--- config.mk ---
export PLATFORM = sky130hd
export DESIGN_NAME = prg_back_flat
export DESIGN_NICKNAME = d
export VERILOG_FILES = /design/src/sv/prg_pkg.sv /design/src/sv/prg_if.sv /design/src/sv/prg_back.sv /design/src/flat_wrapper.sv
export SDC_FILE = /design/constraint.sdc
export NUM_CORES = 1
export LEC_CHECK = 0
export BUFFER_PORTS_ARGS = -buffer_cell sky130_fd_sc_hd__buf_2
export CELL_PAD_IN_SITES_DETAIL_PLACEMENT = 1
export CELL_PAD_IN_SITES_GLOBAL_PLACEMENT = 1
export CORE_ASPECT_RATIO = 0.75
export CORE_MARGIN = 2
export CORE_UTILIZATION = 35
export CTS_CLUSTER_DIAMETER = 30
export DETAILED_ROUTE_END_ITERATION = 12
export PLACE_DENSITY = 0.81
export SLEW_MARGIN = 25
export SYNTH_ARGS = -nofsm -noshare
export SYNTH_HDL_FRONTEND = slang
export SYNTH_SLANG_ARGS = --single-unit
--- constraint.sdc ---
create_clock -name clock -period 3.6 [get_ports clock]
set_clock_uncertainty 0.05 [all_clocks]
set_input_delay 0.54 -clock clock [delete_from_list [all_inputs] [get_ports clock]]
set_output_delay 0.54 -clock clock [all_outputs]
set_load 0.02 [all_outputs]
--- src/sv/prg_pkg.sv ---
package prg_pkg;

   localparam int unsigned COORD_W      = 16;
   localparam int unsigned BOUNDS_W     = 64;
   localparam int unsigned STRIDE_W     = 8;
   localparam int unsigned CSR_INDEX_W  = 3;
   localparam int unsigned R2_W         = 32;

   // default depth of the queue between front and back
   localparam int unsigned PRG_QUEUE_DEPTH = 2;

   // register indexes
   localparam logic [CSR_INDEX_W-1:0] REG_OBS_LOWER   = 3'd0;
   localparam logic [CSR_INDEX_W-1:0] REG_OBS_UPPER   = 3'd1;
   localparam logic [CSR_INDEX_W-1:0] REG_CLR_LOWER   = 3'd2;
   localparam logic [CSR_INDEX_W-1:0] REG_CLR_UPPER   = 3'd3;
   localparam logic [CSR_INDEX_W-1:0] REG_CLR_STRIDE  = 3'd4;

   // reset values of the registers
   localparam logic [BOUNDS_W-1:0] OBS_LOWER_RESET  = 64'd84443996251750700;
   localparam logic [BOUNDS_W-1:0] OBS_UPPER_RESET  = 64'd562954248421378000;
   localparam logic [BOUNDS_W-1:0] CLR_LOWER_RESET  = 64'd84721820506259756;
   localparam logic [BOUNDS_W-1:0] CLR_UPPER_RESET  = 64'd1125906349457412000;
   localparam logic [STRIDE_W-1:0] CLR_STRIDE_RESET = 8'd2;

   // classified point travelling from front to back
   typedef struct packed {
      logic signed [COORD_W-1:0] x;
      logic signed [COORD_W-1:0] y;
      logic signed [COORD_W-1:0] z;
      logic                      cloud_start;
      logic                      clear_hit;
      logic                      obstacle_hit;
   } prg_item_type;

   // handshake of one queue side
   typedef struct packed {
      logic valid;
      logic ready;
   } prg_hs_type;

endpackage

--- src/sv/prg_if.sv ---


interface prg_rsp_if;
   logic               valid;
   logic               ready;
   logic signed [15:0] out_x;
   logic signed [15:0] out_y;
   logic signed [15:0] out_z;
   logic               mark_obstacle;
   logic               emit_clearing;

   modport source(output valid, out_x, out_y, out_z, mark_obstacle, emit_clearing,
                  input ready);
   modport sink(input valid, out_x, out_y, out_z, mark_obstacle, emit_clearing,
                output ready);
endinterface


--- src/sv/prg_back.sv ---
module prg_back
   import prg_pkg::*;
(
   input  logic                clock,
   input  logic                reset,
   input  prg_hs_type          pop_hs,
   output logic                pop_ready,
   input  prg_item_type        pop_item,
   input  logic [STRIDE_W-1:0] clr_stride,
   prg_rsp_if.source           rsp
);

   logic                      rsp_valid_ff, rsp_valid_in;
   logic signed [COORD_W-1:0] out_x_ff, out_y_ff, out_z_ff;
   logic                      mark_ff, emit_ff, emit_in;
   logic [STRIDE_W-1:0]       phase_ff, phase_in, phase_cur;
   logic [STRIDE_W-1:0]       stride_eff;
   logic [STRIDE_W:0]         phase_inc;
   logic                      load;

   assign pop_ready = !rsp_valid_ff || rsp.ready;
   assign load      = pop_hs.valid && pop_ready;

   always_comb begin
      stride_eff = (clr_stride == '0) ? STRIDE_W'(1) : clr_stride;
      phase_cur  = pop_item.cloud_start ? '0 : phase_ff;
      phase_inc  = {1'b0, phase_cur} + 1'b1;
      emit_in    = 1'b0;
      phase_in   = phase_ff;
      if (load) begin
         phase_in = phase_cur;
         if (pop_item.clear_hit) begin
            emit_in  = phase_cur == '0;
            phase_in = (phase_inc >= {1'b0, stride_eff}) ? '0 : phase_inc[STRIDE_W-1:0];
         end
      end
      if (load) begin
         rsp_valid_in = 1'b1;
      end else if (rsp.ready) begin
         rsp_valid_in = 1'b0;
      end else begin
         rsp_valid_in = rsp_valid_ff;
      end
   end

   always_ff @(posedge clock) begin
      if (reset) begin
         rsp_valid_ff <= 1'b0;
         phase_ff     <= '0;
      end else begin
         rsp_valid_ff <= rsp_valid_in;
         phase_ff     <= phase_in;
      end
   end

   always_ff @(posedge clock) begin
      if (load) begin
         out_x_ff <= pop_item.x;
         out_y_ff <= pop_item.y;
         out_z_ff <= pop_item.z;
         mark_ff  <= pop_item.obstacle_hit;
         emit_ff  <= emit_in;
      end
   end

   assign rsp.valid         = rsp_valid_ff;
   assign rsp.out_x         = out_x_ff;
   assign rsp.out_y         = out_y_ff;
   assign rsp.out_z         = out_z_ff;
   assign rsp.mark_obstacle = mark_ff;
   assign rsp.emit_clearing = emit_ff;

endmodule

--- src/flat_wrapper.sv ---
// flat-port wrapper written by rule: the top's interface ports become plain ports
module prg_back_flat import prg_pkg::*;
  (clock, reset, pop_hs, pop_ready, pop_item, clr_stride, rsp_valid, rsp_out_x, rsp_out_y, rsp_out_z, rsp_mark_obstacle, rsp_emit_clearing, rsp_ready);
  prg_rsp_if rsp_i ();
  input  logic clock;
  input  logic reset;
  input  prg_hs_type pop_hs;
  output logic pop_ready;
  input  prg_item_type pop_item;
  input  logic [STRIDE_W-1:0] clr_stride;
  output wire logic [$bits(rsp_i.valid)-1:0] rsp_valid;
  output wire logic [$bits(rsp_i.out_x)-1:0] rsp_out_x;
  output wire logic [$bits(rsp_i.out_y)-1:0] rsp_out_y;
  output wire logic [$bits(rsp_i.out_z)-1:0] rsp_out_z;
  output wire logic [$bits(rsp_i.mark_obstacle)-1:0] rsp_mark_obstacle;
  output wire logic [$bits(rsp_i.emit_clearing)-1:0] rsp_emit_clearing;
  input wire logic [$bits(rsp_i.ready)-1:0] rsp_ready;
  assign rsp_valid = rsp_i.valid;
  assign rsp_out_x = rsp_i.out_x;
  assign rsp_out_y = rsp_i.out_y;
  assign rsp_out_z = rsp_i.out_z;
  assign rsp_mark_obstacle = rsp_i.mark_obstacle;
  assign rsp_emit_clearing = rsp_i.emit_clearing;
  assign rsp_i.ready = rsp_ready;
  prg_back u_core (.clock(clock), .reset(reset), .pop_hs(pop_hs), .pop_ready(pop_ready), .pop_item(pop_item), .clr_stride(clr_stride), .rsp(rsp_i));
endmodule
## Word level (Yosys, flattened, before mapping)

Cells that the tools add are included.

- Order comparisons: 1
- Add/subtract/negate cells: 1
- Mux-type cells: 6
- Reduce and logical (&&, ||, !) cells: 6

Operator list:

| operator | count |
|---|---|
| $mux 8 | 4 |
| $logic_not 8->1 | 2 |
| $add 8x1->9 const B | 1 |
| $ge 9x8->1 | 1 |
| $mux 1 | 2 |
| $reduce_bool 2->1 | 1 |
| $logic_and 1x1->1 | 1 |
| $logic_not 1->1 | 1 |
| $logic_or 1x1->1 | 1 |

- Output and inout bits: 52
- Register bits: 59
- Logic and storage cells: 21

## Logic depth before layout (Yosys ltp)

- Word-level depth: 5
- Mapped depth: 14
- Mapped depth without buffers: 12

## Worst setup path after synthesis

Ideal clock, no wire load.

- Path kind: input to register
- From: in rsp_ready
- To: reg u_core.phase_ff[5]
- Buffers on the path: 0
- Arrival time: 2.679 ns
- Stages: 7
- Setup slack: 0.754 ns
- Cell sequence: nand2b_1 > nand2_1 > inv_1 > o21ai_1 > and2_1 > a31oi_1 > o21ai_1

- Word-level cells in the longest chain between the ends: 2

RTL lines:

| what | line | source |
|---|---|---|
| start, declared | flat_wrapper.sv:17 | `input wire logic [$bits(rsp_i.ready)-1:0] rsp_ready;` |
| $logic_or 1x1->1 | prg_back.sv:21 | `assign pop_ready = !rsp_valid_ff \|\| rsp.ready;` |
| $logic_and 1x1->1 | prg_back.sv:22 | `assign load = pop_hs.valid && pop_ready;` |
| named net u_core.load | prg_back.sv:19 | `logic load;` |
| end signal, assigned | prg_back.sv:52 | `phase_ff <= phase_in;` |
| end, declared | prg_back.sv:16 | `logic [STRIDE_W-1:0] phase_ff, phase_in, phase_cur;` |

The timed path passes the listed nets, and every way through them passes these cells.
A chain may end at the register's enable or synchronous reset.

## Final worst setup path

- From: reg u_core.phase_ff[1]
- To: reg u_core.phase_ff[7]

- Word-level cells in the longest chain between the ends: 5

RTL lines:

| what | line | source |
|---|---|---|
| $mux 8 * | prg_back.sv:26 | `phase_cur = pop_item.cloud_start ? '0 : phase_ff;` |
| $add 8x1->9 * | prg_back.sv:27 | `phase_inc = {1'b0, phase_cur} + 1'b1;` |
| $ge 9x8->1 | prg_back.sv:34 | `phase_in = (phase_inc >= {1'b0, stride_eff}) ? '0 : phase_inc[STRIDE_W-1:0];` |
| $mux 8 * | prg_back.sv:34 |  |
| $mux 8 * | prg_back.sv:32 | `if (pop_item.clear_hit) begin` |

Mark *: on every way between the ends. The rest lies on a longest branch, timed or not.

==> key figures <==
Outcome
  • Run status: completed

Drt
  • Final ANT Viol Nets: 0
  • Vias: around 1.7k
  • Vias/cell: 4.745
  • Final Routed Wirelength: 5564 um
  • Initial DRC count: 43
  • Drt first pass iters: 4
  • # DRC: 0
  • DR WL/cell: 15.24 um

Setup path
  • Slowest-stage cell, CP: nor4_4
  • Cell family with most CP delay: simple AND/OR/NAND/NOR gates
  • Crit Path Max Fanout: 12
  • WP data arrival: 3.35 ns
  • Worst path depth: 11
  • Worst R2R Path Depth: 11
  • Slowest cell delay on critical path: 0.50 ns
  • Worst path bufs/invs: 0
  • CP Class: reg -> reg
  • Crit path cell chain: and4_1, and2_1, nand2_1, xor2_1, nor2_1, ha_1, a211oi_1, a21oi_1, nor4_4, o211ai_1, o21ai_1
  • Worst path required time: 3.81 ns
  • Startpoint Class: flop
  • Kind of end point of the critical path: flop

Clock tree
  • CTS tree: yes
  • Post-CTS Setup Bufs: 0
  • Clock Path Buffers: 2
  • Num CTS Buffers: 9
  • Hold_buf cts: 0
  • CTS sink count: 59
  • Post-CTS resize count: 0
  • CTS root buffer: clkbuf_8
  • Max H-tree Level: 3
  • Clock-pin transition on the worst setup and hold timing paths: 0.06 ns
  • Worst-skew pair later-pin latency: about 0.32 ns

Power and ir drop
  • PwrDens: 497.3 nW/um2
  • Final Power: 1.579 mW
  • Leakage: 1.374 nW
  • Worst VDD drop: between 0.2 and 0.3 mV

Synthesis
  • Sequential area share after synthesis: 0.7222
  • Synth unique cells: 35
  • Cell with the most instances after synthesis: edfxtp_1
  • Mapped Area: 2328 um2
  • Mapped Cells: 159
  • Syn. warnings: 0
  • Synth area leader: edfxtp_1
  • Syn nets: 231
  • Avg Synthesized Cell Area: 14.64 um2
  • Top cell type's share of synthesized area: 0.6448
  • Top cells by area, synth: edfxtp_1 64%, dfxtp_1 7.7%, ha_1 4.3%
  • Ys async rst share: 0
  • Synth Flop Type: edfxtp_1
  • Post-synth EDFFs: 50
  • Synth cell count leaders: 50 x edfxtp_1, 17 x nor2_1, 12 x inv_1
  • Synth Register Bits: 59

Timing
  • Fmax: 317.6 MHz
  • Relative slew slack: 0.5705
  • Slew @ Worst Pin: about 0.64 ns
  • Final setup violation count: 0
  • RSZ-0062 raised after global routing: no
  • Fin crit share: 0.8747
  • Hold Vio Cnt, Final: 0
  • Hold Worst Slack: 0.3390 ns
  • Post-route setup TNS: 0 ns
  • Slew Limit Fails: 0
  • Setup ws final: around 0.45 ns
  • Fin crit period: 3.149 ns

Die
  • Die area: 7328 um2
  • Row cnt: 25
  • IO Pins: 116
  • Core area: 6381 um2
  • Die width: 98.18 um
  • Die extent in y: approximately 75 um
  • Initial Util: 0.3649

Global route
  • GR Overflow Total: 0
  • Initial antenna violation count: 0
  • Largest net degree at the start of global routing: 34
  • First-pass GRT wire length: ~8400 um
  • GRT Resource Usage Total: 0.1523
  • Vias in the first global route: 1732

Final layout
  • Diode count: 0
  • Area grow syn2layout: 36.38%
  • Nets: 352
  • Layout cells sized above 1: 0.4718
  • Post-Layout Cell Count: around 370
  • Fillers: 693
  • Final Util: 0.4976
  • Area occupied by multi-input gates: between 500 and 600 um2
  • Post-route cell area: approximately 3200 um2
  • Sequential standard cell area: 1682 um2

Min path
  • Worst hold path depth: 1
  • Type of the worst min-delay path: in -> reg

Placement
  • Port Buf Inserts: 114
  • Final GP Congestion: 0.7853
  • Area after DPL: roughly 3000 um2
  • DP HPWL: 4294 um
  • Placed insts: 350
  • DP Worst Slack: 0.4877 ns

Job
  • Max cap viols: 0
cell type report:
class / instances / area share
inverters: 12 / 0.01418
clock buffers: 9 / 0.03901
multi-input cells: 83 / 0.1777
clock inverters: 6 / 0.02561
flip-flops and latches: 59 / 0.5295
repair buffers: 115 / 0.1820
well taps: 81 / 0.03191
power breakdown:
group | switching [mW] | total (mW) | leakage, nW | internal [mW]
clock network | 0.245 | 0.626 | 0.104 | 0.381
registers | 0.00971 | 0.793 | 0.557 | 0.783
logic | 0.102 | 0.160 | 0.713 | 0.0578
total | 0.357 | 1.58 | 1.37 | 1.22
worst reg2reg max path, cell delays in order (launching register included):
cell and delay (ns):
dfxtp_1 0.45, and4_1 0.29, and2_1 0.32, nand2_1 0.16
xor2_1 0.18, nor2_1 0.06, ha_1 0.31, a211oi_1 0.29
a21oi_1 0.16, nor4_4 0.50, o211ai_1 0.17, o21ai_1 0.15
state kept, by name, indices dropped and copies added, names as in the netlist:
signal                    cells
u_core.rsp.out_y             16
u_core.rsp.emit_clearing      1
u_core.phase_ff               8
u_core.rsp.out_x             16
u_core.rsp.out_z             16
u_core.rsp.valid              1
u_core.rsp.mark_obstacle      1
cell families after synthesis:
| group | after synthesis | synth area share |
|---|---|---|
| buffers and inverters | 17 | 0.03546 |
| DFF | 59 | 0.7222 |
| muxes | 1 | 0.004299 |
| and+or+nand+nor | 45 | 0.1053 |
| adders and majority gates | 8 | 0.04299 |
| AOI/OAI and AO/OA | 23 | 0.06717 |
| xor gates and xnor gates | 6 | 0.02257 |
routing by layer:
layer / global-route usage / up-vias / wire (um) / part of all wire
li1: - / 827 / - / -
met1: 0.1965 / 816 / 2483 / 0.45
met2: 0.2367 / 87 / 2541 / 0.46
met3: 0.07335 / 2 / 531 / 0.095
met4: 0.03653 / 0 / 8 / 0.0014
met5: 0 / - / 0 / 0
placed cells by master, fill, tap and decap left out, drive strengths merged, types with 7 or more instances in the layout:
cell type	n
buf	115
edfxtp	50
nor2	17
inv	12
clkbuf	9
dfxtp	9
ha	8
nand2	7
final timing paths:
kind / slack [ns] / endpoint / start
min reg2reg: 0.48 / u_core.rsp.valid / u_core.rsp.valid
max: 0.45 / u_core.phase_ff[7] / u_core.phase_ff[1]
max reg2reg: 0.45 / u_core.phase_ff[7] / u_core.phase_ff[1]
min: 0.34 / u_core.rsp.out_y[12] / pop_item[31]
No activity file was read; power rests on OpenSTA's default activity.
