--- config.mk ---
export PLATFORM = sky130hd
export DESIGN_NAME = prg_front_flat
export DESIGN_NICKNAME = d
export VERILOG_FILES = /design/src/sv/prg_pkg.sv /design/src/sv/prg_if.sv /design/src/sv/prg_front.sv /design/src/flat_wrapper.sv
export SDC_FILE = /design/constraint.sdc
export NUM_CORES = 2
export LEC_CHECK = 0
export BUFFER_PORTS_ARGS = -buffer_cell sky130_fd_sc_hd__buf_2
export CORE_MARGIN = 2
export CORE_UTILIZATION = 70
export CTS_CLUSTER_SIZE = 8
export DETAILED_ROUTE_END_ITERATION = 10
export GPL_TIMING_DRIVEN = 0
export PLACE_DENSITY = 0.9
export SLEW_MARGIN = 0
export SYNTH_ARGS = -nofsm -noshare
export SYNTH_HDL_FRONTEND = slang
export SYNTH_SLANG_ARGS = --single-unit
export TNS_END_PERCENT = 5
--- constraint.sdc ---
create_clock -name clock -period 19.3 [get_ports clock]
set_input_delay 2.895 -clock clock [delete_from_list [all_inputs] [get_ports clock]]
set_output_delay 2.895 -clock clock [all_outputs]
set_load 0.03 [all_outputs]
--- src/sv/prg_pkg.sv ---
package prg_pkg;

   localparam int unsigned COORD_W      = 16;
   localparam int unsigned BOUNDS_W     = 64;
   localparam int unsigned STRIDE_W     = 8;
   localparam int unsigned CSR_INDEX_W  = 3;
   localparam int unsigned R2_W         = 32;

   // default depth of the queue between front and back
   localparam int unsigned PRG_QUEUE_DEPTH = 2;

   // register indexes
   localparam logic [CSR_INDEX_W-1:0] REG_OBS_LOWER   = 3'd0;
   localparam logic [CSR_INDEX_W-1:0] REG_OBS_UPPER   = 3'd1;
   localparam logic [CSR_INDEX_W-1:0] REG_CLR_LOWER   = 3'd2;
   localparam logic [CSR_INDEX_W-1:0] REG_CLR_UPPER   = 3'd3;
   localparam logic [CSR_INDEX_W-1:0] REG_CLR_STRIDE  = 3'd4;

   // reset values of the registers
   localparam logic [BOUNDS_W-1:0] OBS_LOWER_RESET  = 64'd84443996251750700;
   localparam logic [BOUNDS_W-1:0] OBS_UPPER_RESET  = 64'd562954248421378000;
   localparam logic [BOUNDS_W-1:0] CLR_LOWER_RESET  = 64'd84721820506259756;
   localparam logic [BOUNDS_W-1:0] CLR_UPPER_RESET  = 64'd1125906349457412000;
   localparam logic [STRIDE_W-1:0] CLR_STRIDE_RESET = 8'd2;

   // classified point travelling from front to back
   typedef struct packed {
      logic signed [COORD_W-1:0] x;
      logic signed [COORD_W-1:0] y;
      logic signed [COORD_W-1:0] z;
      logic                      cloud_start;
      logic                      clear_hit;
      logic                      obstacle_hit;
   } prg_item_type;

   // handshake of one queue side
   typedef struct packed {
      logic valid;
      logic ready;
   } prg_hs_type;

endpackage

--- src/sv/prg_if.sv ---
interface prg_req_if;
   logic               valid;
   logic               ready;
   logic signed [15:0] point_x;
   logic signed [15:0] point_y;
   logic signed [15:0] point_z;
   logic               is_finite;
   logic               cloud_start;

   modport source(output valid, point_x, point_y, point_z, is_finite, cloud_start,
                  input ready);
   modport sink(input valid, point_x, point_y, point_z, is_finite, cloud_start,
                output ready);
endinterface


--- src/sv/prg_front.sv ---
module prg_front
   import prg_pkg::*;
(
   input  logic                clock,
   input  logic                reset,
   prg_req_if.sink             req,
   input  logic [BOUNDS_W-1:0] obs_lower,
   input  logic [BOUNDS_W-1:0] obs_upper,
   input  logic [BOUNDS_W-1:0] clr_lower,
   input  logic [BOUNDS_W-1:0] clr_upper,
   output prg_hs_type          push_hs_out,
   input  logic                push_ready,
   output prg_item_type        push_item
);

   function automatic logic [R2_W-1:0] range_square(input logic signed [COORD_W-1:0] r);
      logic signed [R2_W-1:0] rs;
      logic signed [R2_W-1:0] p;
      rs = R2_W'(r);
      p  = rs * rs;
      return unsigned'(p);
   endfunction

   function automatic logic gate_hit(
      input logic [BOUNDS_W-1:0]       lo_w,
      input logic [BOUNDS_W-1:0]       hi_w,
      input logic [R2_W-1:0]           lo_sq,
      input logic [R2_W-1:0]           hi_sq,
      input logic signed [COORD_W-1:0] x,
      input logic signed [COORD_W-1:0] ay,
      input logic signed [COORD_W-1:0] z,
      input logic [R2_W-1:0]           r2
   );
      logic signed [COORD_W-1:0] lo_x, lo_ay, lo_z, lo_r;
      logic signed [COORD_W-1:0] hi_x, hi_ay, hi_z, hi_r;
      logic                      hit;
      lo_x  = signed'(lo_w[15:0]);
      lo_ay = signed'(lo_w[31:16]);
      lo_z  = signed'(lo_w[47:32]);
      lo_r  = signed'(lo_w[63:48]);
      hi_x  = signed'(hi_w[15:0]);
      hi_ay = signed'(hi_w[31:16]);
      hi_z  = signed'(hi_w[47:32]);
      hi_r  = signed'(hi_w[63:48]);
      hit = 1'b1;
      if (x < lo_x || x > hi_x) hit = 1'b0;
      if (ay < lo_ay || ay > hi_ay) hit = 1'b0;
      if (z < lo_z || z > hi_z) hit = 1'b0;
      // negative minimum never rejects, negative maximum always rejects
      if (lo_r > 16'sd0 && r2 < lo_sq) hit = 1'b0;
      if (hi_r < 16'sd0 || r2 > hi_sq) hit = 1'b0;
      return hit;
   endfunction

   // squared range bounds, refreshed every cycle from the registers
   logic [R2_W-1:0] obs_lo_sq_ff, obs_hi_sq_ff, clr_lo_sq_ff, clr_hi_sq_ff;

   // stage a: point with abs y and squared planar range
   logic                      a_valid_ff, a_valid_in;
   logic signed [COORD_W-1:0] a_x_ff, a_y_ff, a_z_ff, a_ay_ff;
   logic signed [COORD_W-1:0] ay_in;
   logic [R2_W-1:0]           a_r2_ff, r2_in;
   logic                      a_finite_ff, a_start_ff;
   logic                      a_advance;
   logic signed [R2_W-1:0]    x_sq, y_sq;

   always_ff @(posedge clock) begin
      obs_lo_sq_ff <= range_square(signed'(obs_lower[63:48]));
      obs_hi_sq_ff <= range_square(signed'(obs_upper[63:48]));
      clr_lo_sq_ff <= range_square(signed'(clr_lower[63:48]));
      clr_hi_sq_ff <= range_square(signed'(clr_upper[63:48]));
   end

   assign a_advance = !a_valid_ff || push_ready;
   assign req.ready = a_advance;

   always_comb begin
      if (req.point_y == 16'sh8000) begin
         ay_in = 16'sh7fff;
      end else if (req.point_y < 16'sd0) begin
         ay_in = -req.point_y;
      end else begin
         ay_in = req.point_y;
      end
      x_sq  = R2_W'(req.point_x) * R2_W'(req.point_x);
      y_sq  = R2_W'(req.point_y) * R2_W'(req.point_y);
      r2_in = unsigned'(x_sq) + unsigned'(y_sq);
      a_valid_in = a_advance ? req.valid : a_valid_ff;
   end

   always_ff @(posedge clock) begin
      if (reset) begin
         a_valid_ff <= 1'b0;
      end else begin
         a_valid_ff <= a_valid_in;
      end
   end

   always_ff @(posedge clock) begin
      if (req.valid && a_advance) begin
         a_x_ff      <= req.point_x;
         a_y_ff      <= req.point_y;
         a_z_ff      <= req.point_z;
         a_ay_ff     <= ay_in;
         a_r2_ff     <= r2_in;
         a_finite_ff <= req.is_finite;
         a_start_ff  <= req.cloud_start;
      end
   end

   // classification feeds the queue straight from stage a
   always_comb begin
      push_hs_out.valid      = a_valid_ff;
      push_hs_out.ready      = push_ready;
      push_item.x            = a_x_ff;
      push_item.y            = a_y_ff;
      push_item.z            = a_z_ff;
      push_item.cloud_start  = a_start_ff;
      push_item.clear_hit    = a_finite_ff &&
         gate_hit(clr_lower, clr_upper, clr_lo_sq_ff, clr_hi_sq_ff,
                  a_x_ff, a_ay_ff, a_z_ff, a_r2_ff);
      push_item.obstacle_hit = a_finite_ff &&
         gate_hit(obs_lower, obs_upper, obs_lo_sq_ff, obs_hi_sq_ff,
                  a_x_ff, a_ay_ff, a_z_ff, a_r2_ff);
   end

endmodule

--- src/flat_wrapper.sv ---
// flat-port wrapper written by rule: the top's interface ports become plain ports
module prg_front_flat import prg_pkg::*;
  (clock, reset, obs_lower, obs_upper, clr_lower, clr_upper, push_hs_out, push_ready, push_item, req_valid, req_point_x, req_point_y, req_point_z, req_is_finite, req_cloud_start, req_ready);
  prg_req_if req_i ();
  input  logic clock;
  input  logic reset;
  input  logic [BOUNDS_W-1:0] obs_lower;
  input  logic [BOUNDS_W-1:0] obs_upper;
  input  logic [BOUNDS_W-1:0] clr_lower;
  input  logic [BOUNDS_W-1:0] clr_upper;
  output prg_hs_type push_hs_out;
  input  logic push_ready;
  output prg_item_type push_item;
  input wire logic [$bits(req_i.valid)-1:0] req_valid;
  input wire logic [$bits(req_i.point_x)-1:0] req_point_x;
  input wire logic [$bits(req_i.point_y)-1:0] req_point_y;
  input wire logic [$bits(req_i.point_z)-1:0] req_point_z;
  input wire logic [$bits(req_i.is_finite)-1:0] req_is_finite;
  input wire logic [$bits(req_i.cloud_start)-1:0] req_cloud_start;
  output wire logic [$bits(req_i.ready)-1:0] req_ready;
  assign req_i.valid = req_valid;
  assign req_i.point_x = req_point_x;
  assign req_i.point_y = req_point_y;
  assign req_i.point_z = req_point_z;
  assign req_i.is_finite = req_is_finite;
  assign req_i.cloud_start = req_cloud_start;
  assign req_ready = req_i.ready;
  prg_front u_core (.clock(clock), .reset(reset), .req(req_i), .obs_lower(obs_lower), .obs_upper(obs_upper), .clr_lower(clr_lower), .clr_upper(clr_upper), .push_hs_out(push_hs_out), .push_ready(push_ready), .push_item(push_item));
endmodule
; ---- Word level (Yosys, flattened, before mapping)
; Cells that the tools add are included.
[totals]
reg_bits = 227
inputBits = 310
[op_classes]
add_sub_neg = 2
multipliers = 6
n_lt_le_gt_ge = 21
eq_ne = 1
mux = 11
reduce_logical = 15
[ops]
columns = cell, n
row1 = $mul A16 B16 Y32, 6
row2 = $gt A16 B16 Y1, 6
row3 = $lt A16 B16 Y1, 6
row4 = $gt A32 B32 Y1, 2
row5 = $lt A32 B32 Y1, 2
row6 = $lt A16 B1 Y1 const B, 3
row7 = $add A32 B32 Y32, 1
row8 = $gt A16 B1 Y1 const B, 2
row9 = $eq A16 B16 Y1 const B, 1
row10 = $mux W16, 1
row11 = $neg A16 Y16, 1
row12 = $mux W1, 10
row13 = $logic_or A1 B1 Y1, 9
row14 = $logic_and A1 B1 Y1, 5
row15 = $logic_not A1 Y1, 1

; ---- Logic depth before layout (Yosys ltp)
[depth]
ltp_word = 8
depth_mapped = 30
ltp_nobuf = 28

; ---- Worst setup path after synthesis
; OpenSTA, ideal clock, no wires.
[synth_path]
path_kind = input -> register
from = input port req_point_y[0]
to = register u_core.a_r2_ff[30] (data pin)
setup_time_ns = 0.258
arrival_time_ns = 9.905
required_ns = 19.042
setup_slack_ns = 9.138
stages = 25
path_buffers = 1
cell_sequence = clkbuf_1 inv_1 nor2_1 fa_1 inv_1 fa_1 fa_1 inv_1 fa_1 fa_1 fa_1 fa_1 inv_1 fa_1 inv_1 ha_1 nand2_1 nor4_1 a211oi_1 o41ai_1 nand4_1 nand3_1 o21a_1 nor2_1 xnor2_1
[synth_between]
elab_chain_cells = 2
[synth_lines]
columns = element, line
row1 = "start, declared", flat_wrapper.sv:16  ; input wire logic [$bits(req_i.point_y)-1:0] req_point_y;
row2 = $mul A16 B16 Y32, prg_front.sv:86  ; y_sq = R2_W'(req.point_y) * R2_W'(req.point_y);
row3 = $add A32 B32 Y32, prg_front.sv:87  ; r2_in = unsigned'(x_sq) + unsigned'(y_sq);
row4 = net u_core.r2_in[30], prg_front.sv:62  ; logic [R2_W-1:0] a_r2_ff, r2_in;
row5 = "end signal, assigned", prg_front.sv:105  ; a_r2_ff <= r2_in;
row6 = "end, declared", prg_front.sv:62
; The timed path passes the listed nets, and every way through them passes these cells.
; A chain may end at the register's enable or synchronous reset.

; ---- Final worst setup path
[layout_path]
from = input port req_point_y[10]
to = register u_core.a_r2_ff[30] (data pin)
; The elaborated chain is that of the path after synthesis.

==> summary.txt <==
Outcome
  • Status: completed

Yosys
  • YS warnings: 0
  • Sequential element share of the synthesized area: under 10%
  • Post-Syn Instances: slightly below 7000
  • Post-Synth Simple-Gate Area: a little under a tenth
  • Avg Cell Area, Syn: roughly 9.5 µm²
  • Xor and xnor area share after synthesis: under 10%
  • Multiplexer share of the synthesized area: less than 1%
  • Share of the synthesized area in the top cell type: around 45%
  • Dominant cell type by area after synthesis: fa_1
  • Post-synthesis async set-or-reset flop share: 0%
  • Yosys cell types: 74
  • Combinational family with the most area after synthesis: adder cells
  • Dominant cells by area after synthesis: fa_1 45%, ha_1 15%, inv_1 12%, edfxtp_1 4.5%, dfxtp_1 3.8%
  • Mapped cell area: between 0.06 and 0.07 mm²
  • Syn Nets: 9545
  • EDFF count, synth: 98
  • Number of synthesized register bits: roughly 220
  • Area fraction in compound gates after synthesis: about 6%
  • Most used DFF post-synth: dfxtp_1
  • Synth Area in Adders: 60.0%

Route
  • Routed WL: 174000 µm
  • Met1 WL: a little under 60000 µm
  • Top layer used by detailed routing: met5
  • Drt first-iter violations: slightly below 4000
  • Wire length per cell: 20.2 µm
  • 1st-pass router iterations: 6
  • Met3 wire len: 19500 µm
  • Routed vias/inst: between 5 and 6
  • WL met2: around 83000 µm
  • Via Count: roughly 49000
  • Final ANT Viol Nets: 0
  • DRC viols: 0

Clock tree
  • Longest Clk Path Bufs: 3
  • CTS tree: done
  • Post-CTS sizing: 0
  • Clock Pin Slew Worst Setup and Hold Paths: around 0.06 ns
  • Hold Buf Count CTS: 0
  • Clock sinks: 223
  • Clock Tree Root: clkbuf_16
  • Setup repair bufs after CTS: 0
  • CTS HTree Levels: 2
  • Cts bufs inserted: 36
  • Clk Latency, worst-skew pair: 0.58 ns

Worst setup path
  • Delay of the slowest critical-path stage: about 0.67 ns
  • Worst EP arrival: 11.67 ns
  • Crit end category: register
  • CP Launch Type: input port
  • CP max FO: 10
  • Critical path class: input port to register
  • Crit-path slowest cell: clkinv_1
  • CP required: between 15 and 20 ns
  • Most frequent cell on the critical path: fa_1

Cells and area
  • NumNets Final: 9942
  • Design area: 0.0706 mm²
  • Commonest non-fill, non-tap cell in the layout: inv_1
  • Area taken by multi-input logic gates: approximately 0.052 mm²
  • Most frequent cells in the layout: 2159 x inv_1, 1477 x fa_1, 806 x ha_1
  • Area growth from synthesis to layout: 6.85%
  • Register area: roughly 0.0054 mm²
  • Fill count: approximately 5900
  • Layout cells sized above 1: 6.02%

Die
  • Die height: between 300 and 400 µm
  • Rows: between 100 and 150
  • Die width: slightly above 300 µm
  • Initial Util: 70.7%
  • Core Region: approximately 0.093 mm²
  • Die ar.: 0.0969 mm²
  • IO Pins: 364

STA
  • Slew Limit Fails: 0
  • Fin. Hold Viols: 0
  • Worst-Margin Slew: approximately 1.3 ns
  • Fmax: ~88 MHz
  • Final Critical Period: between 10 and 15 ns
  • Worst hold slack: 0.540 ns
  • Clk_skew: approximately 0.021 ns
  • Setup TNS: 0 ns
  • Max_slew headroom: a little under an eighth
  • RSZ-0062 raised after global routing: false
  • Final Setup Violations: 0
  • Tcrit/Tclk final: about three fifths

GRT
  • First-pass GRT wire length: roughly 280000 µm
  • Gr usage total: about 37%
  • Largest net degree at the start of global routing: 62
  • Initial antenna violation count: 12
  • GRT overflow: 0
  • Vias in the first global route: roughly 56000

Flow run
  • Count of max-cap constraint violations: 0

Placement
  • Placer Congestion: between 1 and 1.5
  • Input/output buffers: 357
  • Hpwl dp: 148000 µm
  • Dpl cell area: around 0.069 mm²

Hold path
  • Hold WC Path Type: register to register
metal layers:
layer	track usage, %	vias to the layer above
met5	0.445	-
met4	22.2	11
met2	61.6	2670
met1	44.2	24500
li1	-	21400
met3	10.1	795
flip-flops by register name (all words and copies together) (netlist names):
name                 flops
u_core.a_x_ff           16
u_core.a_finite_ff       1
u_core.a_z_ff           16
u_core.clr_lo_sq_ff     31
u_core.a_r2_ff          32
u_core.obs_lo_sq_ff     31
u_core.a_start_ff        1
u_core.clr_hi_sq_ff     31
u_core.a_y_ff           16
u_core.a_valid_ff        1
u_core.obs_hi_sq_ff     31
u_core.a_ay_ff          16
stage by stage:
stage / utilization (%) / instances / setup WS [ns]
after floorplan: - / 6952 / 9.14
after global placement: 74.3 / 8563 / 7.54
after detailed placement: 74.4 / 8565 / 7.71
after CTS: 75.5 / 8625 / 8.29
after global routing: 75.5 / 8632 / 7.67
final: 75.6 / 8636 / 7.95
synth_stat cells, types with 5 or more instances:
| master | count |
|---|---|
| nor2b_1 | 62 |
| o21a_1 | 35 |
| a41oi_1 | 6 |
| inv_1 | 2159 |
| nor4_1 | 13 |
| and3_1 | 20 |
| nand2b_1 | 69 |
| xor2_1 | 62 |
| a31o_2 | 5 |
| clkinv_1 | 6 |
| nor3_1 | 28 |
| nor2_1 | 214 |
| ha_1 | 806 |
| or2_2 | 14 |
| nand4b_1 | 5 |
| a31oi_1 | 11 |
| a21o_1 | 129 |
| a2111oi_0 | 8 |
| fa_1 | 1477 |
| and2_1 | 268 |
| o21ai_1 | 13 |
| mux2_2 | 6 |
| clkbuf_1 | 132 |
| edfxtp_1 | 98 |
| nand3_1 | 37 |
| a211oi_1 | 23 |
| dfxtp_1 | 125 |
| nand4_1 | 53 |
| buf_1 | 5 |
| xnor2_1 | 170 |
| o21ai_0 | 99 |
| o31ai_1 | 5 |
| o21bai_1 | 20 |
| o211ai_1 | 11 |
| nand2_1 | 483 |
| a21oi_1 | 201 |
layout make-up:
type                       instances  area share [%]
antenna                           11          0.0390
buffer                           140           0.760
clock buffer                      54            1.42
clock inverter                     6           0.126
inverter                        2167            11.5
multi-input combinational       4422            73.6
sequential                       223            7.71
tap                             1254            2.22
timing repair buffer             359            2.59
final timing paths:
path | from | endpoint | slack (ns) | depth (start not counted)
min | u_core.a_valid_ff | u_core.a_valid_ff | 0.54 | 2
max | req_point_y[10] | u_core.a_r2_ff[30] | 7.95 | 30
min reg2reg | u_core.a_valid_ff | u_core.a_valid_ff | 0.54 | 2
max reg2reg | u_core.a_valid_ff | u_core.a_y_ff[13] | 17.49 | 3
worst max-delay path, delay by kind of cell:
| kind | cells | cell delay, ns |
|---|---|---|
| adders and majority gates | 9 | 4.45 |
| xor gates and xnor gates | 1 | 0.08 |
| buffers and inverters | 9 | 1.69 |
| and+or+nand+nor | 5 | 0.85 |
| AOI/OAI and AO/OA | 6 | 1.69 |
logic make-up after synthesis:
logic type               Yosys count
AO/OA/AOI/OAI                    614
XOR/XNOR                         232
adder cells (fa/ha/maj)         2283
buffers and inverters           2307
flip-flops                       223
multiplexers                       8
AND/OR/NAND/NOR                 1285
Power is left out: the tool's default activity adds up to more than one toggle a clock period on the data nets, which glitch-free logic cannot reach.
