[config.mk]
export PLATFORM = sky130hd
export DESIGN_NAME = prg_queue
export DESIGN_NICKNAME = d
export VERILOG_FILES = /design/src/sv/prg_pkg.sv /design/src/sv/prg_queue.sv
export SDC_FILE = /design/constraint.sdc
export NUM_CORES = 1
export LEC_CHECK = 0
export BUFFER_PORTS_ARGS = -buffer_cell sky130_fd_sc_hd__buf_2
export CAP_MARGIN = 25
export CORE_MARGIN = 2
export CORE_UTILIZATION = 50
export DETAILED_ROUTE_END_ITERATION = 10
export HOLD_SLACK_MARGIN = 0.15
export PLACE_DENSITY_LB_ADDON = 0.15
export SYNTH_ARGS = -nofsm -noshare
export SYNTH_HDL_FRONTEND = slang
export SYNTH_SLANG_ARGS = --single-unit
[constraint.sdc]
create_clock -name clock -period 2.9 [get_ports clock]
set_input_delay 0 -clock clock [delete_from_list [all_inputs] [get_ports clock]]
set_output_delay 0 -clock clock [all_outputs]
set_load 0.05 [all_outputs]
[src/sv/prg_pkg.sv]
package prg_pkg;

   localparam int unsigned COORD_W      = 16;
   localparam int unsigned BOUNDS_W     = 64;
   localparam int unsigned STRIDE_W     = 8;
   localparam int unsigned CSR_INDEX_W  = 3;
   localparam int unsigned R2_W         = 32;

   // default depth of the queue between front and back
   localparam int unsigned PRG_QUEUE_DEPTH = 2;

   // register indexes
   localparam logic [CSR_INDEX_W-1:0] REG_OBS_LOWER   = 3'd0;
   localparam logic [CSR_INDEX_W-1:0] REG_OBS_UPPER   = 3'd1;
   localparam logic [CSR_INDEX_W-1:0] REG_CLR_LOWER   = 3'd2;
   localparam logic [CSR_INDEX_W-1:0] REG_CLR_UPPER   = 3'd3;
   localparam logic [CSR_INDEX_W-1:0] REG_CLR_STRIDE  = 3'd4;

   // reset values of the registers
   localparam logic [BOUNDS_W-1:0] OBS_LOWER_RESET  = 64'd84443996251750700;
   localparam logic [BOUNDS_W-1:0] OBS_UPPER_RESET  = 64'd562954248421378000;
   localparam logic [BOUNDS_W-1:0] CLR_LOWER_RESET  = 64'd84721820506259756;
   localparam logic [BOUNDS_W-1:0] CLR_UPPER_RESET  = 64'd1125906349457412000;
   localparam logic [STRIDE_W-1:0] CLR_STRIDE_RESET = 8'd2;

   // classified point travelling from front to back
   typedef struct packed {
      logic signed [COORD_W-1:0] x;
      logic signed [COORD_W-1:0] y;
      logic signed [COORD_W-1:0] z;
      logic                      cloud_start;
      logic                      clear_hit;
      logic                      obstacle_hit;
   } prg_item_type;

   // handshake of one queue side
   typedef struct packed {
      logic valid;
      logic ready;
   } prg_hs_type;

endpackage

[src/sv/prg_queue.sv]
module prg_queue
   import prg_pkg::*;
#(
   parameter int unsigned DEPTH = PRG_QUEUE_DEPTH
)
(
   input  logic         clock,
   input  logic         reset,
   input  logic         push_valid,
   output logic         push_ready,
   input  prg_item_type push_item,
   output prg_hs_type   pop_hs,
   input  logic         pop_ready,
   output prg_item_type pop_item
);

   localparam int unsigned PTR_W = (DEPTH > 1) ? $clog2(DEPTH) : 1;
   localparam int unsigned CNT_W = $clog2(DEPTH + 1);

   prg_item_type     slot_ff [DEPTH];
   logic [PTR_W-1:0] wr_ptr_ff, wr_ptr_in;
   logic [PTR_W-1:0] rd_ptr_ff, rd_ptr_in;
   logic [CNT_W-1:0] count_ff, count_in;
   logic             do_push, do_pop;

   assign push_ready   = count_ff != CNT_W'(DEPTH);
   assign pop_hs.valid = count_ff != '0;
   assign pop_hs.ready = pop_ready;
   assign pop_item     = slot_ff[rd_ptr_ff];

   assign do_push = push_valid && push_ready;
   assign do_pop  = pop_hs.valid && pop_ready;

   always_comb begin
      wr_ptr_in = wr_ptr_ff;
      rd_ptr_in = rd_ptr_ff;
      count_in  = count_ff;
      if (do_push) begin
         wr_ptr_in = (wr_ptr_ff == PTR_W'(DEPTH - 1)) ? '0 : wr_ptr_ff + 1'b1;
      end
      if (do_pop) begin
         rd_ptr_in = (rd_ptr_ff == PTR_W'(DEPTH - 1)) ? '0 : rd_ptr_ff + 1'b1;
      end
      if (do_push && !do_pop) begin
         count_in = count_ff + 1'b1;
      end else if (do_pop && !do_push) begin
         count_in = count_ff - 1'b1;
      end
   end

   always_ff @(posedge clock) begin
      if (reset) begin
         wr_ptr_ff <= '0;
         rd_ptr_ff <= '0;
         count_ff  <= '0;
      end else begin
         wr_ptr_ff <= wr_ptr_in;
         rd_ptr_ff <= rd_ptr_in;
         count_ff  <= count_in;
      end
   end

   always_ff @(posedge clock) begin
      if (do_push) begin
         slot_ff[wr_ptr_ff] <= push_item;
      end
   end

endmodule

; Word-level counts from Yosys, hierarchy flattened
; Memories as Yosys holds them, arrays and structs flattened. A register that Yosys moved wholly into a read port is not among the register bits.
; Index checks and enable logic that the tools add are counted.
[word_totals]
inputBits = 55
word_cells = 25
memories = 1
register_bits = 4
ramBits = 102
[classes]
add_sub_neg = 4
n_eq_ne = 1
mux = 8
reduce_logical = 8
[memory_table]
columns = name, depth, word_bits, rd, rd_clocked_by_memory_dff, wr, line
row1 = slot_ff, 2, 51, 1, 1, 1, prg_queue.sv:20  ; prg_item_type slot_ff [DEPTH];
[op_table]
columns = operator, n
row1 = $mux W1, 6
row2 = $logic_and A1 B1 Y1, 4
row3 = $mux W2, 2
row4 = $reduce_bool A2 Y1, 2
row5 = $add A1 B1 Y1 const B, 2
row6 = $add A2 B1 Y2 const B, 1
row7 = $logic_not A1 Y1, 2
row8 = $ne A2 B2 Y1 const B, 1
row9 = $sub A2 B1 Y2 const B, 1

; Logic depth before layout (Yosys ltp)
; Gate-level depths: netlist (run 1).
[depth]
ltp_word = 6
ltp_mapped = 6

; Worst setup path before layout (run 1)
; No wires, ideal clock.
[synth_timing]
kind = register to register
from = register count_ff[0]
to = memory slot_ff[1][0] (netlist bit) (enable)
period_less_slack_ns = 2.657
arrival_ns = 2.243
slack_ns = 0.243
path_stages_with_launch = 3
required_time_ns = 2.486
path_buffers = 0
cell_sequence = dfxtp_1 > nand2b_1 > and3_1
[synth_between]
elab_chain_cells = 4
[synth_lines]
columns = item, line
row1 = start: declaration, prg_queue.sv:23  ; logic [CNT_W-1:0] count_ff, count_in;
row2 = start signal: assignment, prg_queue.sv:59  ; count_ff <= count_in;
row3 = $ne A2 B2 Y1, prg_queue.sv:26  ; assign push_ready = count_ff != CNT_W'(DEPTH);
row4 = named net push_ready, prg_queue.sv:10  ; output logic push_ready,
row5 = $logic_and A1 B1 Y1, prg_queue.sv:31  ; assign do_push = push_valid && push_ready;
row6 = $mux W1, prg_queue.sv:64  ; if (do_push) begin
row7 = $mux W1 (not written as such), prg_queue.sv:65  ; slot_ff[wr_ptr_ff] <= push_item;
row8 = end: declaration, prg_queue.sv:20
; The timed path passes the listed nets, and every way through them passes these cells.

==> reports/results.md, run 1 <==
| Group | Item | Reported |
| --- | --- | --- |
| timing | Final min period | 2020 ps |
| detailed routing | Post-route DRC violation count | 0 |
| final layout | Area occupied by multi-input gates | 694 µm² |
| die | Starting utilization of the core area | 51.0% |
| global routing | Residual overflow from global routing | 0 |
| clocking | Post-CTS sizing | 0 |
| clocking | Post-CTS Hold Fix Bufs | 54 |
| pwr | Power Density | 870 mW/mm² |
| detailed routing | ANT nets after route | 0 |
| timing | Worst Hold Slack | 239 ps |
| timing | Post-Route Skew | 7.54 ps |
| status | Run status | finished clean |
| placement | GP Congestion | 0.710 |
| timing | Period utilization | 69.8% |
| final layout | Most common cell after layout, fill and taps aside | buf_2 |
| clocking | Clock net sink count | 107 |
| die | Top-level I/O count | 109 |
| setup path | Setup CP Type | reg2out |
| final layout | Commonest cells after routing, fill and taps aside | buf_2, edfxtp_1, dlygate4sd3_1 |
| die | Height of the die | 92.3 µm |
| timing | Final-report setup violation count | 0 |
| setup path | Critical path required time | 2900 ps |
| setup path | Critical-path maximum fanout | 23 |
| timing | Setup repair after global routing missed its margin | no |
| yosys | Number of different library cells in the post-synthesis netlist | 18 |
| final layout | Combined flip-flop and latch cell area | 0.00316 mm² |
| final layout | Number of nets in the layout | 410 |
| setup path | Sort of element at the start of the critical path | flip-flop |
| min path | Classification of the worst-slack hold path | in2reg |
| setup path | Critical R2R Capture | slot_ff[1][40] |
| detailed routing | Number of vias in the routed layout | 2202 |
| yosys | Synthesized cell area | 0.00390 mm² |
| clocking | Post-CTS setup-driven buffer insertion count | 0 |
| placement | DPL Wire Length | 4.32 mm |
| clocking | Root buf cell | clkbuf_8 |
| pwr | Peak supply drop | 0.647 mV |
| clocking | H-Tree Level Count | 3 |
| detailed routing | Detail-routed net length per standard cell | 15.4 µm |
| timing | Maximum achievable frequency | 494 MHz |
| clocking | CTS tree | done |
| timing | Final slew viol count | 0 |
| yosys | Syn Area/Cell | 21.2 µm² |
| final layout | Area overhead of the layout relative to synthesis | 36.0% |
| timing | Count of final hold-check violations | 0 |
| setup path | Critical path endpoint category | output pin |
| final layout | Number of fillers in the final layout | 542 |
| setup path | Worst Path Arrival | 2020 ps |
| clocking | Clock slew at reported path FFs | 100 ps |
| global routing | Wire length of the first global-routing pass | 10.7 mm |
| yosys | Top cells by area, synth | edfxtp_1, mux2_2, dfxtp_1 |
| clocking | CTS max path bufs | 2 |
| setup path | Worst reg2reg path depth | 3 |
| final layout | Share of layout cells above drive strength 1 | 51.0% |
| die | Total number of placement rows | 32 |
| detailed routing | Violation count after the first detailed-routing iteration | 104 |
| yosys | Gate Count Post-Synth | 184 |
| yosys | Area share of the leading cell type in the synthesized netlist | 78.6% |
| min path | Start point of the worst min-delay path | push_valid |
| yosys | Sequential area share after synthesis | 81.2% |
| final layout | Number of diodes | 0 |
| yosys | Count of yosys warnings during synthesis | 0 |
| pwr | Lkg Pwr | 0.00201 µW |
| global routing | Antenna violations before repair | 0 |
| run | Total of max-cap violations | 0 |
| detailed routing | First-pass iteration count of the detailed router | 4 |
| yosys | Post-synthesis sequential element count | 107 |
| global routing | Global router's overall resource usage | 17.0% |
| timing | Tightest Pin Transition | 737 ps |
| setup path | Startpoint of the worst-slack reg-to-reg timing path | count_ff[0] |
| min path | Worst Hold Depth | 5 |
| yosys | Syn Nets | 240 |
| timing | Total negative slack | 0 ps |
| die | Placeable core region | 0.00765 mm² |
| global routing | Number of global-route vias before repair | 2218 |
| placement | # port buffers | 108 |
| clocking | Later-pin clock latency in the skew report | 360 ps |
| die | Die ar. | 0.00852 mm² |
| clocking | TritonCTS buffer count | 9 |
| timing | Max-slew headroom at the worst pin | 50.8% |
| setup path | Slack of the worst reg-to-reg path | 970 ps |
| min path | End point of the most critical hold path | count_ff[0] |
| global routing | Pin count of the biggest net entering global routing | 30 |
| yosys | Cell taking the most area after synthesis | edfxtp_1 |
| die | Horizontal die dimension | 92.3 µm |
| detailed routing | Sum of routed wire length over all layers | 7.09 mm |
| detailed routing | Vias per cell | 4.78 |
registers in the layout, summed over array words and instances (netlist names), named ones only:
| register | flops |
|---|---|
| rd_ptr_ff | 1 |
| slot_ff | 102 |
| count_ff | 2 |
| wr_ptr_ff | 1 |
synthesized netlist by cell type:
cell,number
edfxtp_1,102
or2_2,1
and2_1,1
ha_1,1
nand3b_1,1
a21oi_1,2
a21bo_2,1
and3_1,1
inv_1,1
buf_4,1
xor2_1,3
nor2_1,3
or3_1,1
buf_2,6
o21ai_0,2
mux2_2,51
nand2b_1,1
dfxtp_1,5
worst max-delay path, stage by stage (launching register included):
cell	delay [ps]
dfxtp_2	710
buf_4	350
mux2_2	380
buf_2	220
layer usage:
metal  vias to the layer above  global-route usage, %  share of wire [%]
li1                       1060                      -                  -
met1                      1057                   21.2                 43
met2                        72                   28.1                 49
met3                        13                   4.23                5.3
met4                         0                   8.21                2.5
met5                         -                      0                  0
kinds of logic after synthesis:
logic type	synth area share [%]
flops	81.2
mux	14.7
simple gates	1.28
buf+inv	1.06
compound gates	0.770
xor+xnor	0.674
fa+ha+maj	0.321
how the worst max path moves through the flow:
stage          slack, ps              to        start
6_report             880    pop_item[41]    flip-flop
5_1_grt              770    pop_item[41]    flip-flop
4_1_cts              810    pop_item[41]    flip-flop
3_5_place_dp         990  slot_ff[1][31]  count_ff[0]
3_3_place_gp        1040  slot_ff[1][31]  count_ff[0]
2_1_floorplan        240   slot_ff[1][0]  count_ff[0]
metrics by stage:
stage / setup WS, ps / total power (µW) / instance area, µm² / cells / util (%)
2_1_floorplan: 243 / 3400 / 3900 / 184 / -
3_3_place_gp: 1040 / 3770 / 4590 / 391 / 60.0
3_5_place_dp: 993 / 3790 / 4590 / 391 / 60.0
4_1_cts: 810 / 4640 / 5300 / 461 / 69.3
5_1_grt: 772 / 4800 / 5300 / 461 / 69.3
6_report: 877 / 4610 / 5300 / 461 / 69.3
power by group:
part	switching, µW	internal [µW]
Combinational	1240	540
Sequential	94.7	1930
Clock	493	319
Total	1820	2790
cell type report:
| class | count | share of cell area (%) |
|---|---|---|
| clock inverters | 7 | 0.968 |
| well taps | 102 | 2.41 |
| flip-flops and latches | 107 | 59.7 |
| inverters | 1 | 0.0708 |
| clock buffers | 9 | 2.34 |
| multi-input cells | 69 | 13.1 |
| repair buffers | 166 | 21.4 |
Power figures use the tool's default switching activity.
==> run 2, diff against run 1 <==
- CORE_UTILIZATION: 50 -> 46
- clock period: 2.9 -> 1.8 ns (I/O delays scaled with it)
==> reports/results.md, run 2 (synthesized netlist as in run 1, its figures left out) <==
| Group | Item | Reported |
| --- | --- | --- |
| die | Horizontal die dimension | 96.0 µm |
| run | Total of max-cap violations | 0 |
| setup path | Stage delay of the slowest cell on the critical path | 400 ps |
| global routing | Residual overflow from global routing | 0 |
| clocking | Clock slew at reported path FFs | 90 ps |
| pwr | Peak supply drop | 0.896 mV |
| setup path | Critical-path maximum fanout | 30 |
| final layout | Number of fillers in the final layout | 619 |
| timing | Setup repair after global routing missed its margin | no |
| global routing | Antenna violations before repair | 0 |
| pwr | Portion of total power attributed to sequential cells | 42.7% |
| clocking | Clock net sink count | 107 |
| detailed routing | Sum of routed wire length over all layers | 6.74 mm |
| detailed routing | Detail-routed net length per standard cell | 14.5 µm |
| setup path | Critical path required time | 1800 ps |
| timing | Post-Route Skew | 4.07 ps |
| status | Run status | finished clean |
| clocking | Root buf cell | clkbuf_8 |
| global routing | Number of global-route vias before repair | 2281 |
| timing | Final-report setup violation count | 0 |
| placement | GP Congestion | 0.671 |
| pwr | Clock power frac | 18.1% |
| setup path | Worst Path Arrival | 1660 ps |
| timing | Max-slew headroom at the worst pin | 73.1% |
| final layout | Util after Layout | 65.0% |
| die | Total number of placement rows | 33 |
| die | Die ar. | 0.00922 mm² |
| timing | Tightest Pin Transition | 403 ps |
| global routing | Pin count of the biggest net entering global routing | 31 |
| min path | Classification of the worst-slack hold path | in2reg |
| pwr | Power share of the combinational group | 39.2% |
| setup path | Sort of element at the start of the critical path | flip-flop |
| detailed routing | Number of vias in the routed layout | 2201 |
| detailed routing | Violation count after the first detailed-routing iteration | 78 |
| final layout | Number of nets in the layout | 412 |
| setup path | Setup CP Type | reg2out |
| die | Starting utilization of the core area | 47.4% |
| final layout | Share of layout cells above drive strength 1 | 51.4% |
| clocking | Later-pin clock latency in the skew report | 350 ps |
| detailed routing | Vias per cell | 4.73 |
| pwr | Power Density | 1400 mW/mm² |
| final layout | Flip-flop count of the largest register, all copies and words added | 102 |
| placement | DPL Wire Length | 4.23 mm |
| pwr | Internal power | 4620 µW |
| timing | Count of final hold-check violations | 0 |
| die | Height of the die | 96.0 µm |
| clocking | H-Tree Level Count | 3 |
| clocking | TritonCTS buffer count | 9 |
| clocking | CTS max path bufs | 2 |
| placement | Number of cells in the design after placement | 396 |
| final layout | Area overhead of the layout relative to synthesis | 37.0% |
| pwr | Reported net switching power | 2870 µW |
| pwr | Switching fraction of total power | 38.3% |
| timing | Maximum achievable frequency | 602 MHz |
| setup path | Buffering stage count on the worst path with inverters included | 2 |
| placement | Pre-CTS WS | 245 ps |
| setup path | Crit path cell chain | buf_4, mux2_2, buf_2 |
| final layout | Registers with the most flip-flops | slot_ff: 102 flops, count_ff: 2 flops |
| final layout | Most common cell after layout, fill and taps aside | buf_2 |
| detailed routing | First-pass iteration count of the detailed router | 4 |
| detailed routing | ANT nets after route | 0 |
| global routing | Wire length of the first global-routing pass | 10.3 mm |
| global routing | Global router's overall resource usage | 15.2% |
| pwr | Lkg Pwr | 0.00201 µW |
| die | Top-level I/O count | 109 |
| placement | # port buffers | 108 |
| timing | Final slew viol count | 0 |
| setup path | Family with the most delay on the worst path | buffers and inverters |
| final layout | Top reg by flops | slot_ff |
| clocking | Post-CTS sizing | 0 |
| final layout | Commonest cells after routing, fill and taps aside | buf_2, edfxtp_1, dlygate4sd3_1 |
| detailed routing | Post-route DRC violation count | 0 |
| timing | Final Worst Setup Slack | 139 ps |
| setup path | Library cell contributing the largest single delay on the critical path | mux2_2 |
| setup path | Critical path endpoint category | output pin |
| final layout | Number of cells in the finished layout apart from fillers | 465 |
| final layout | Number of diodes | 0 |
| clocking | CTS tree | done |
| final layout | Finished Cell Area | 0.00534 mm² |
| timing | Final min period | 1660 ps |
| placement | Cell area reported after detailed placement | 0.00462 mm² |
| die | Placeable core region | 0.00822 mm² |
| timing | Period utilization | 92.3% |
run 2: through the flow:
| step | TNS [ps] | power, µW | hold WS [ps] |
|---|---|---|---|
| after global routing | 0 | 7840 | 357 |
| after floorplan | -3210 | 5490 | 65.0 |
| after CTS | 0 | 7570 | 351 |
| after global placement | 0 | 6100 | 188 |
| final | 0 | 7490 | 365 |
| after detailed placement | 0 | 6120 | 191 |
run 2: layer usage:
layer | GRT usage (%) | share of wire [%]
met4 | 6.19 | 1.8
met2 | 27.2 | 53
met3 | 4.23 | 5.8
met1 | 16.9 | 39
met5 | 0 | 0
run 2: repair_timing:
| item | CTS | global route |
|---|---|---|
| hold buffers | 54 | 0 |
| endpoints found under the hold margin | 107 | 0 |
| buffers inserted | 0 | 0 |
run 2: cell type report:
cell class,count,area [µm²],area share (%)
clock buffers,9,124,2.32
clock inverters,6,57.6,1.08
inverters,1,7.51,0.141
multi-input cells,69,702,13.1
flip-flops and latches,107,3170,59.3
well taps,105,131,2.46
repair buffers,168,1150,21.6
run 2: worst reg2reg max path: cells and delay by family, from the launching register on:
| kind | cells | cell delay (ps) |
|---|---|---|
| and+or+nand+nor | 3 | 620 |
| DFF | 1 | 430 |
| adders and majority gates | 1 | 330 |
| AOI/OAI and AO/OA | 1 | 140 |
run 2: power by group through the flow:
| stage | Clock (µW) | Sequential [µW] | Combinational [µW] |
|---|---|---|---|
| after detailed placement | 0 | 3260 | 2870 |
| after floorplan | 0 | 3230 | 2260 |
| after global routing | 1510 | 3230 | 3100 |
| after CTS | 1400 | 3200 | 2970 |
| final | 1350 | 3200 | 2930 |
| after global placement | 0 | 3240 | 2860 |
run 2: path summary, 6_finish.rpt:
| check | cells after the start | start | end | slack (ps) |
|---|---|---|---|---|
| setup reg to reg | 5 | count_ff[1] | count_ff[1] | 220 |
| hold reg to reg | 2 | rd_ptr_ff | rd_ptr_ff | 510 |
| hold / removal | 2 | push_item[24] | slot_ff[0][24] | 360 |
| setup / recovery | 3 | flip-flop | pop_item[26] | 140 |
